===== src/mmlf_pkg.sv =====
`timescale 1ns / 1ps

package mmlf_pkg;

    localparam int ModeW  = 3;
    localparam int IdxW   = 5;
    localparam int TimeW  = 10;

    // pattern selectors
    localparam logic [ModeW-1:0] MODE_DARK   = 3'd0;
    localparam logic [ModeW-1:0] MODE_STEADY = 3'd1;
    localparam logic [ModeW-1:0] MODE_TRIPLE = 3'd2;
    localparam logic [ModeW-1:0] MODE_BLINK  = 3'd3;
    localparam logic [ModeW-1:0] MODE_SLOW3  = 3'd4;
    localparam logic [ModeW-1:0] MODE_SOS    = 3'd5;

    // control from the pipeline to the segment timer
    typedef struct packed {
        logic restart;  // config write, back to first segment
        logic step;     // a beat is processed this cycle
        logic tick;     // that beat carries a millisecond tick
    } ctl_t;

    // saved mode plus one, out-of-range sums fall back to steady
    function automatic logic [ModeW-1:0] pick_mode(input logic [7:0] saved);
        logic [7:0] sum;
        sum = saved + 8'd1;
        if (sum > 8'd5) begin
            return MODE_STEADY;
        end
        return sum[ModeW-1:0];
    endfunction

    // number of segments per pattern, zero for unpatterned modes
    function automatic logic [IdxW-1:0] seg_count(input logic [ModeW-1:0] mode);
        case (mode)
            MODE_TRIPLE: return 5'd6;
            MODE_BLINK:  return 5'd2;
            MODE_SLOW3:  return 5'd6;
            MODE_SOS:    return 5'd18;
            default:     return 5'd0;
        endcase
    endfunction

    // segment duration in ms
    function automatic logic [TimeW-1:0] seg_duration(input logic [ModeW-1:0] mode,
                                                      input logic [IdxW-1:0]  idx);
        case (mode)
            MODE_TRIPLE: return (idx == 5'd5) ? 10'd500 : (idx[0] ? 10'd60 : 10'd40);
            MODE_BLINK:  return idx[0] ? 10'd500 : 10'd50;
            MODE_SLOW3:  return idx[0] ? 10'd200 : 10'd100;
            MODE_SOS: begin
                if (idx == 5'd17) begin
                    return 10'd1000;
                end else if (idx >= 5'd6 && idx < 5'd12) begin
                    return 10'd150;
                end
                return 10'd50;
            end
            default:     return 10'd0;
        endcase
    endfunction

endpackage


===== src/mmlf_seg_timer.sv =====
`timescale 1ns / 1ps

module mmlf_seg_timer (
    input  logic                  aclk,
    input  logic                  aresetn,
    input  mmlf_pkg::ctl_t        ctl,
    input  logic [2:0]            mode,
    output logic                  led
);
    import mmlf_pkg::*;

    logic [IdxW-1:0]  idx_reg, idx_next;
    logic [TimeW-1:0] time_reg, time_next;
    logic [IdxW-1:0]  len;
    logic [IdxW-1:0]  cur_idx;
    logic [TimeW-1:0] cur_time;
    logic [TimeW:0]   time_inc;
    logic [TimeW-1:0] dur;
    logic             patterned;

    assign len       = seg_count(mode);
    assign patterned = (len != '0);

    // a stray index falls back to the first segment
    assign cur_idx  = (idx_reg >= len) ? '0 : idx_reg;
    assign cur_time = (idx_reg >= len) ? '0 : time_reg;
    assign dur      = seg_duration(mode, cur_idx);
    assign time_inc = {1'b0, cur_time} + {{TimeW{1'b0}}, 1'b1};

    assign led = patterned ? ~cur_idx[0] : (mode == MODE_STEADY);

    always_comb begin
        idx_next  = idx_reg;
        time_next = time_reg;
        if (ctl.restart) begin
            idx_next  = '0;
            time_next = '0;
        end else if (ctl.step) begin
            if (!patterned) begin
                idx_next  = '0;
                time_next = '0;
            end else begin
                idx_next  = cur_idx;
                time_next = cur_time;
                if (ctl.tick) begin
                    if (time_inc >= {1'b0, dur}) begin
                        time_next = '0;
                        idx_next  = (cur_idx + 5'd1 >= len) ? '0 : cur_idx + 5'd1;
                    end else begin
                        time_next = time_inc[TimeW-1:0];
                    end
                end
            end
        end
    end

    always_ff @(posedge aclk) begin
        if (!aresetn) begin
            idx_reg  <= '0;
            time_reg <= '0;
        end else begin
            idx_reg  <= idx_next;
            time_reg <= time_next;
        end
    end

endmodule


===== src/multi_mode_led_flasher.sv =====
`timescale 1ns / 1ps

// multi-mode led flasher
//
// input stream: one beat per millisecond slot, s_tdata[0] = ms_tick; a tick
// of 1 advances the pattern timer, 0 holds it. every input beat yields one
// output beat carrying the led level for that slot plus the selected mode.
// config: cfg_wen/cfg_wdata write saved_mode (8 bits); the active mode is
// saved_mode + 1 (8-bit wrap), sums above 5 select steady on, 255 gives dark.
// a write also restarts the pattern at its first (lit) segment. write only
// while no beats are in flight.
// path: an accepted beat goes through the input register, then the result
// register, which drives m_tvalid; a low m_tready can hold it in the input
// register. throughput one beat per cycle while the receiver keeps m_tready
// high, with the segment timer updated as each beat moves to the result stage.
// stall: when m_tready is low the result register holds and the input
// register fills; s_tready drops once both are occupied, no beat is lost.
// reset: aresetn (sync, active low) empties both stages, clears saved_mode
// to 0 (mode 1, steady on) and puts the timer on the first segment.
module multi_mode_led_flasher (
    input  logic       aclk,
    input  logic       aresetn,
    input  logic       cfg_wen,
    input  logic [7:0] cfg_wdata,       // saved_mode
    input  logic       s_tvalid,
    output logic       s_tready,
    input  logic [7:0] s_tdata,         // [0] ms_tick, [7:1] zero
    output logic       m_tvalid,
    input  logic       m_tready,
    output logic [7:0] m_tdata          // [0] led_on, [3:1] active_mode,
                                        // [6:4] mode_to_save, [7] zero
);
    import mmlf_pkg::*;

    logic [7:0]       saved_reg;
    logic             in_valid_reg;
    logic             tick_reg;
    logic             out_valid_reg;
    logic             led_reg;
    logic [ModeW-1:0] mode_reg;
    logic [ModeW-1:0] mode;
    logic             advance;
    logic             led;
    ctl_t             ctl;

    // the result register frees up when empty or being taken
    assign advance  = !out_valid_reg || m_tready;
    assign s_tready = !in_valid_reg || advance;

    assign mode = pick_mode(saved_reg);

    // restart on a config write, step when a beat moves to the result stage
    assign ctl = '{restart: cfg_wen, step: in_valid_reg && advance, tick: tick_reg};

    mmlf_seg_timer u_timer (
        .aclk    (aclk),
        .aresetn (aresetn),
        .ctl     (ctl),
        .mode    (mode),
        .led     (led)
    );

    // saved mode register
    always_ff @(posedge aclk) begin
        if (!aresetn) begin
            saved_reg <= 8'd0;
        end else if (cfg_wen) begin
            saved_reg <= cfg_wdata;
        end
    end

    // input stage
    always_ff @(posedge aclk) begin
        if (!aresetn) begin
            in_valid_reg <= 1'b0;
        end else if (s_tready) begin
            in_valid_reg <= s_tvalid;
        end
    end

    always_ff @(posedge aclk) begin
        if (s_tready && s_tvalid) begin
            tick_reg <= s_tdata[0];
        end
    end

    // result stage
    always_ff @(posedge aclk) begin
        if (!aresetn) begin
            out_valid_reg <= 1'b0;
        end else if (advance) begin
            out_valid_reg <= in_valid_reg;
        end
    end

    always_ff @(posedge aclk) begin
        if (ctl.step) begin
            led_reg  <= led;
            mode_reg <= mode;
        end
    end

    assign m_tvalid = out_valid_reg;
    assign m_tdata  = {1'b0, mode_reg, mode_reg, led_reg};

endmodule


===== config.mk =====
export PLATFORM = sky130hd
export DESIGN_NAME = multi_mode_led_flasher
export DESIGN_NICKNAME = d
export VERILOG_FILES = /design/src/mmlf_pkg.sv /design/src/mmlf_seg_timer.sv /design/src/multi_mode_led_flasher.sv
export SDC_FILE = /design/constraint.sdc
export NUM_CORES = 1
export LEC_CHECK = 0
export BUFFER_PORTS_ARGS = -buffer_cell sky130_fd_sc_hd__buf_2
export CORE_AREA = 2 2 72 74
export CTS_CLUSTER_SIZE = 24
export DETAILED_ROUTE_END_ITERATION = 7
export DIE_AREA = 0 0 74 76
export GPL_TIMING_DRIVEN = 0
export PLACE_DENSITY_LB_ADDON = 0.2
export SKIP_LAST_GASP = 1
export SLEW_MARGIN = 20
export SYNTH_ARGS = -nofsm -noshare
export SYNTH_HDL_FRONTEND = slang
export SYNTH_SLANG_ARGS = --single-unit

===== constraint.sdc =====
create_clock -name aclk -period 10.6 [get_ports aclk]
set_input_delay 1.59 -clock aclk [delete_from_list [all_inputs] [get_ports aclk]]
set_output_delay 1.59 -clock aclk [all_outputs]
set_load 0.02 [all_outputs]

# Word-level counts from Yosys, hierarchy flattened

Index checks and enable logic that the tools add are counted.

Output and inout port bits: 10
Register bits after elaboration: 30

Reduce and logical (&&, ||, !) cells: 10
Muxes and demuxes: 25
$add $sub $neg: 3
Bitwise gates (word level): 2
$lt $le $gt $ge: 6
Equality and inequality tests: 7

Operator list:

| operator                                                          | count |
|---|---|
| 2-to-1 mux 10 bit                                                 | 8 |
| case mux 10 bit (4 select lines)                                  | 1 |
| 2-to-1 mux 5 bit                                                  | 6 |
| case mux 5 bit (3 select lines)                                   | 1 |
| adder 10 x 1 -> 11 bit, second input constant                     | 1 |
| greater-or-equal comparator 11 x 10 -> 1 bit                      | 1 |
| greater-or-equal comparator 5 bit                                 | 2 |
| 2-to-1 mux 9 bit                                                  | 1 |
| adder 8 x 1 -> 8 bit, second input constant                       | 1 |
| greater-than comparator 8 x 3 -> 1 bit, second input constant     | 1 |
| 2-to-1 mux 8 bit                                                  | 1 |
| == test 3 x 2 -> 1 bit, second input constant                     | 2 |
| == test 3 bit, second input constant                              | 2 |
| 2-to-1 mux 3 bit                                                  | 2 |
| adder 5 x 1 -> 5 bit, second input constant                       | 1 |
| == test 5 x 3 -> 1 bit, second input constant                     | 1 |
| == test 5 bit, second input constant                              | 1 |
| greater-or-equal comparator 5 x 3 -> 1 bit, second input constant | 1 |
| < comparator 5 x 4 -> 1 bit, second input constant                | 1 |
| 2-to-1 mux 1 bit                                                  | 5 |
| nonzero test 5 bit                                                | 1 |
| OR reduction 2 bit                                                | 2 |
| == test 3 x 1 -> 1 bit, second input constant                     | 1 |
| logical AND 1 bit                                                 | 3 |
| 3 further kinds                                                   | 6 |

# Longest topological paths before layout

Word-level depth: 20
Mapped depth: 30
Gate-level depth less buffers: 28

# Hierarchy

From an unflattened synthesis, not the netlist that was laid out.

Cell total of the unflattened synthesis: 270
Area, all modules: 2329.7 µm²

Modules (own cells, without submodules):

| module                 | sequential area each (µm²) | area each (µm²) | instances | cells each |
|---|---|---|---|---|
| mmlf_seg_timer         | 300.3                      | 1616.6          | 1         | 206 |
| multi_mode_led_flasher | 350.3                      | 713.2           | 1         | 64 |

# Least setup slack after synthesis

No wires, ideal clock.

Path type: reg-to-reg
From: register saved_reg[0]
To: register u_timer.idx_reg[1]
Data required time: 10505 ps
Path slack: 5135 ps
Period minus slack after synthesis: 5465 ps
Data arrival time: 5369 ps
Library setup time: 95 ps
Cell stages (with the launch flop): 31
Path through: dfxtp_1 > clkbuf_1 > inv_1 > ha_1 > nor3b_1 > nor3_2 > nand2_1 > inv_1 > ha_1 > inv_1 > nand3_1 > ha_1 > nand2_1 > a21o_1 > nand2_1 > clkbuf_1 > nor2_1 > inv_1 > ha_1 > nand2_1 > nor4_1 > nand4_1 > a21oi_1 > nor2_1 > ha_1 > and4_1 > o21ai_0 > nand3_1 > o211ai_1 > nand4_1 > a221oi_1

Longest elaborated chain between the ends: 20
Elaborated cells on any way between the ends: 37
Classes of those cells: add/sub (3); order compare (6); eq/ne (6); mux (19); reduce/logical (3)

RTL lines:

| what                                                           | RTL line                                   | text |
|---|---|---|
| start: declaration                                             | multi_mode_led_flasher.sv:35               | `logic [7:0] saved_reg;` |
| start signal: assignment                                       | multi_mode_led_flasher.sv:68               | `saved_reg <= cfg_wdata;` |
| adder 8 x 1 -> 8 bit *                                         | mmlf_pkg.sv:27                             | `sum = saved + 8'd1;` |
| greater-than comparator 8 x 3 -> 1 bit                         | mmlf_pkg.sv:28                             | `if (sum > 8'd5) begin` |
| 2-to-1 mux 1 bit                                               | mmlf_pkg.sv:28                             |  |
| 2-to-1 mux 3 bit *                                             | mmlf_pkg.sv:31                             | `return sum[ModeW-1:0];` |
| == test 3 x 2 -> 1 bit / == test 3 bit (equally long branches) | mmlf_pkg.sv:36, mmlf_pkg.sv:48             |  |
| OR reduction 2 bit (no line)                                   | -                                          |  |
| case mux 5 bit (3 select lines)                                | mmlf_pkg.sv:36                             | `case (mode)` |
| greater-or-equal comparator 5 bit                              | mmlf_seg_timer.sv:25, mmlf_seg_timer.sv:26 |  |
| (+4 left out)                                                  | -                                          |  |
| 2-to-1 mux 1 bit                                               | mmlf_pkg.sv:53                             | `if (idx == 5'd17) begin` |
| 2-to-1 mux 1 bit                                               | mmlf_pkg.sv:48                             | `case (mode)` |
| 2-to-1 mux 10 bit                                              | mmlf_pkg.sv:58                             | `return 10'd50;` |
| case mux 10 bit (4 select lines)                               | mmlf_pkg.sv:48                             |  |
| greater-or-equal comparator 11 x 10 -> 1 bit                   | mmlf_seg_timer.sv:46                       | `if (time_inc >= {1'b0, dur}) begin` |
| 2-to-1 mux 5 bit                                               | mmlf_seg_timer.sv:46                       |  |
| 2-to-1 mux 5 bit                                               | mmlf_seg_timer.sv:45                       | `if (ctl.tick) begin` |
| 2-to-1 mux 5 bit *                                             | mmlf_seg_timer.sv:39                       | `if (!patterned) begin` |
| end signal: assignment                                         | mmlf_seg_timer.sv:62                       | `idx_reg <= idx_next;` |
| end: declaration                                               | mmlf_seg_timer.sv:12                       | `logic [IdxW-1:0] idx_reg, idx_next;` |

Every way passes the cells marked *; elsewhere a longest branch is shown, timed or not. The select of a mux whose other input is x is not followed.
A chain may end at the register's enable or synchronous reset.

# Worst setup path after layout

Ends and elaborated chain as after synthesis.

==> metrics <==
RSZ-0062 raised after global routing=false; post-synth top area share=0.194; initial antenna violation count=0; peak clock frequency supported by timing=~150 MHz; CP Launch Point=saved_reg[0]; slowest stage delay, CP=0.43 ns; reg-to-reg critical path startpoint=saved_reg[0]; Mean Syn Cell Area=8.04 um2; postcts setup bufs=0; vias=roughly 2500; Antenna Cells=0; worst skew pair latency=0.29 ns; slowest CP cell=clkbuf_1; I/O Pins=31; Final nets=391; H-tree Lvls=2; largest net degree at the start of global routing=11; first-pass GRT wire length=10.5 mm; worst-margin pin slew=0.659 ns; hold_sp=u_timer.time_reg[1]; Layout area overhead=10.6%; die width=74 um; Final min period=6.77 ns; slew margin rel.=0.555; Worst-path clk slew=0.07 ns; DRC=0; data required time at the worst endpoint=10.79 ns; Max Cap Violations=0; Synth warnings=0; most common cell in the netlist=nor2_1; ANT nets after route=0; Yosys reg bits=30; gpl congestion=roughly 0.90; Final Core Density=0.581; WP data arrival=6.96 ns; pre-CTS WS=between 3 and 4 ns; CP endpoint kind=flop; Post-synth EDFFs=5; Hold Crit Class=flop to flop; grt total ovfl=0; largest family of logic cells by synthesized area=simple AND/OR/NAND/NOR gates; drt total wl=6.25 mm; Synth Area in XOR/XNOR=0.0466; syn nets=363; initial cell density of the core=0.525; Synth area leader=dfxtp_1; simple-gate area share of the yosys netlist=0.292; Seq/Total Area, Yosys=0.252; multiplexer area fraction after synthesis=0.0349; Inserted Clock Buffers=5; die area=0.00562 mm2; clk sinks=30; final setup skew=about 0.007 ns; outcome=complete, no violations; share of cells above drive strength 1=0.126; Final Hold Viols=0; Worst Setup Start Kind=flop; Final WS setup=3.83 ns; maximum clock path buffer count=2; Setup TNS=0 ns; crit-path max FO=10; drt wl/cell=14.9 um; Async SR Flop Fraction=0; Synth area leaders=dfxtp_1 (19%), ha_1 (10%), edfxtp_1 (5.8%); CTS tree=built; Tcrit/Tclk final=0.639; Cell variety after synth=58; Avg Vias per Cell=5.86; FILL cells=480; most used cell, CP=ha_1; Mapped Area=0.00258 mm2; height of the die=76 um; final-report max-slew violation count=0; Core ar.=approximately 0.0049 mm2; hold_buf cts=0; top_reg_cell synth=dfxtp_1; Largest register FFs=10; Std-Cell Rows=26; root buf cell=clkbuf_8; Port Buf Inserts=21; First-pass DRT Iterations=5; Adder-Cell Fraction of Synth Area=0.102; initial DRC count=316; Synth top cells by count=nor2_1 (26), dfxtp_1 (25), nand2_1 (22); Detail Placement HPWL=4.80 mm; Synth Area in Compound Gates=0.206; PostCTS Resize Cnt=0; cell leakage power=0.00108 uW; vias in the first global route=2256; GRT Total Usage=0.239; crit path kind=flop to flop; Finish-stage setup viols=0; VDD IR max=53.4 uV; Synth Instances=321; Power Dens Cells=95.8 mW/mm2
-- cell type report --
cell class              count  area, um2  share of cell area
multi-input cells         254       1760               0.618
clock buffers               8       80.1              0.0281
well taps                  70       87.6              0.0307
flip-flops and latches     30        651               0.228
repair buffers             21        105              0.0368
plain buffers              18       96.3              0.0338
inverters                  19       71.3              0.0250
-- where the power goes --
group	leakage (uW)	switching [uW]	internal, uW
sequential	0.000247	2.57	119
clock	0.0000395	44.6	46.6
combinational	0.000794	38.9	21.3
-- per-layer routing --
metal | share of wire | global-route usage | wire (um) | vias to the layer above
li1 | - | - | - | 1250
met1 | 0.47 | 0.331 | 2910 | 1122
met5 | 0 | 0 | 0 | -
met3 | 0.055 | 0.0423 | 341 | 5
met4 | 0.010 | 0.0764 | 65 | 0
met2 | 0.47 | 0.371 | 2930 | 83
-- logic make-up (layout without fill, tap and decap cells) --
logic type | count (synthesis) | after routing
adder cells (fa/ha/maj) | 21 | 21
XOR/XNOR | 12 | 12
multiplexers | 9 | 9
buffers and inverters | 37 | 66
other | 1 | 1
AO/OA/AOI/OAI | 73 | 73
AND/OR/NAND/NOR | 138 | 138
flip-flops | 30 | 30
-- metrics by stage --
step	hold WS, ns	power [uW]	cell area, um2	cells
after floorplan	0.466	169	2580	321
after detailed placement	0.507	184	2770	412
after global routing	0.548	288	2850	420
after global placement	0.498	183	2770	412
after CTS	0.516	275	2850	420
final	0.518	273	2850	420
-- critical path, delay by kind of cell, from the launching register on --
family / cells / cell delay (ns)
DFF: 1 / 0.33
buffers and inverters: 6 / 1.12
AOI/OAI and AO/OA: 5 / 1.20
adders and majority gates: 5 / 1.27
and+or+nand+nor: 14 / 2.76
-- worst paths after layout --
| path | endpoint | slack (ns) | cells past startpoint |
|---|---|---|---|
| worst max-delay path | u_timer.idx_reg[1] | 3.83 | 30 |
| worst min-delay path | u_timer.time_reg[1] | 0.52 | 2 |
| worst min register to register | u_timer.time_reg[1] | 0.52 | 2 |
| worst max register to register | u_timer.idx_reg[1] | 3.83 | 30 |
-- cells in the final DEF (no fill, tap or decap), types with 4 or more instances in the layout --
cell / instances
a21o_1: 5
a21oi_1: 8
a22oi_1: 5
a32oi_1: 5
and3_1: 7
buf_2: 23
buf_4: 5
clkbuf_1: 13
clkbuf_8: 5
dfxtp_1: 25
edfxtp_1: 5
ha_1: 21
inv_1: 19
mux2i_1: 9
nand2_1: 22
nand2b_1: 6
nand3_1: 18
nand4_1: 12
nor2_1: 26
nor2b_1: 14
nor3_1: 14
nor4_1: 4
o211ai_1: 4
o21a_1: 4
o21ai_0: 12
o31ai_1: 4
xnor2_1: 5
xor2_1: 5
No activity file was read; power rests on OpenSTA's default activity.
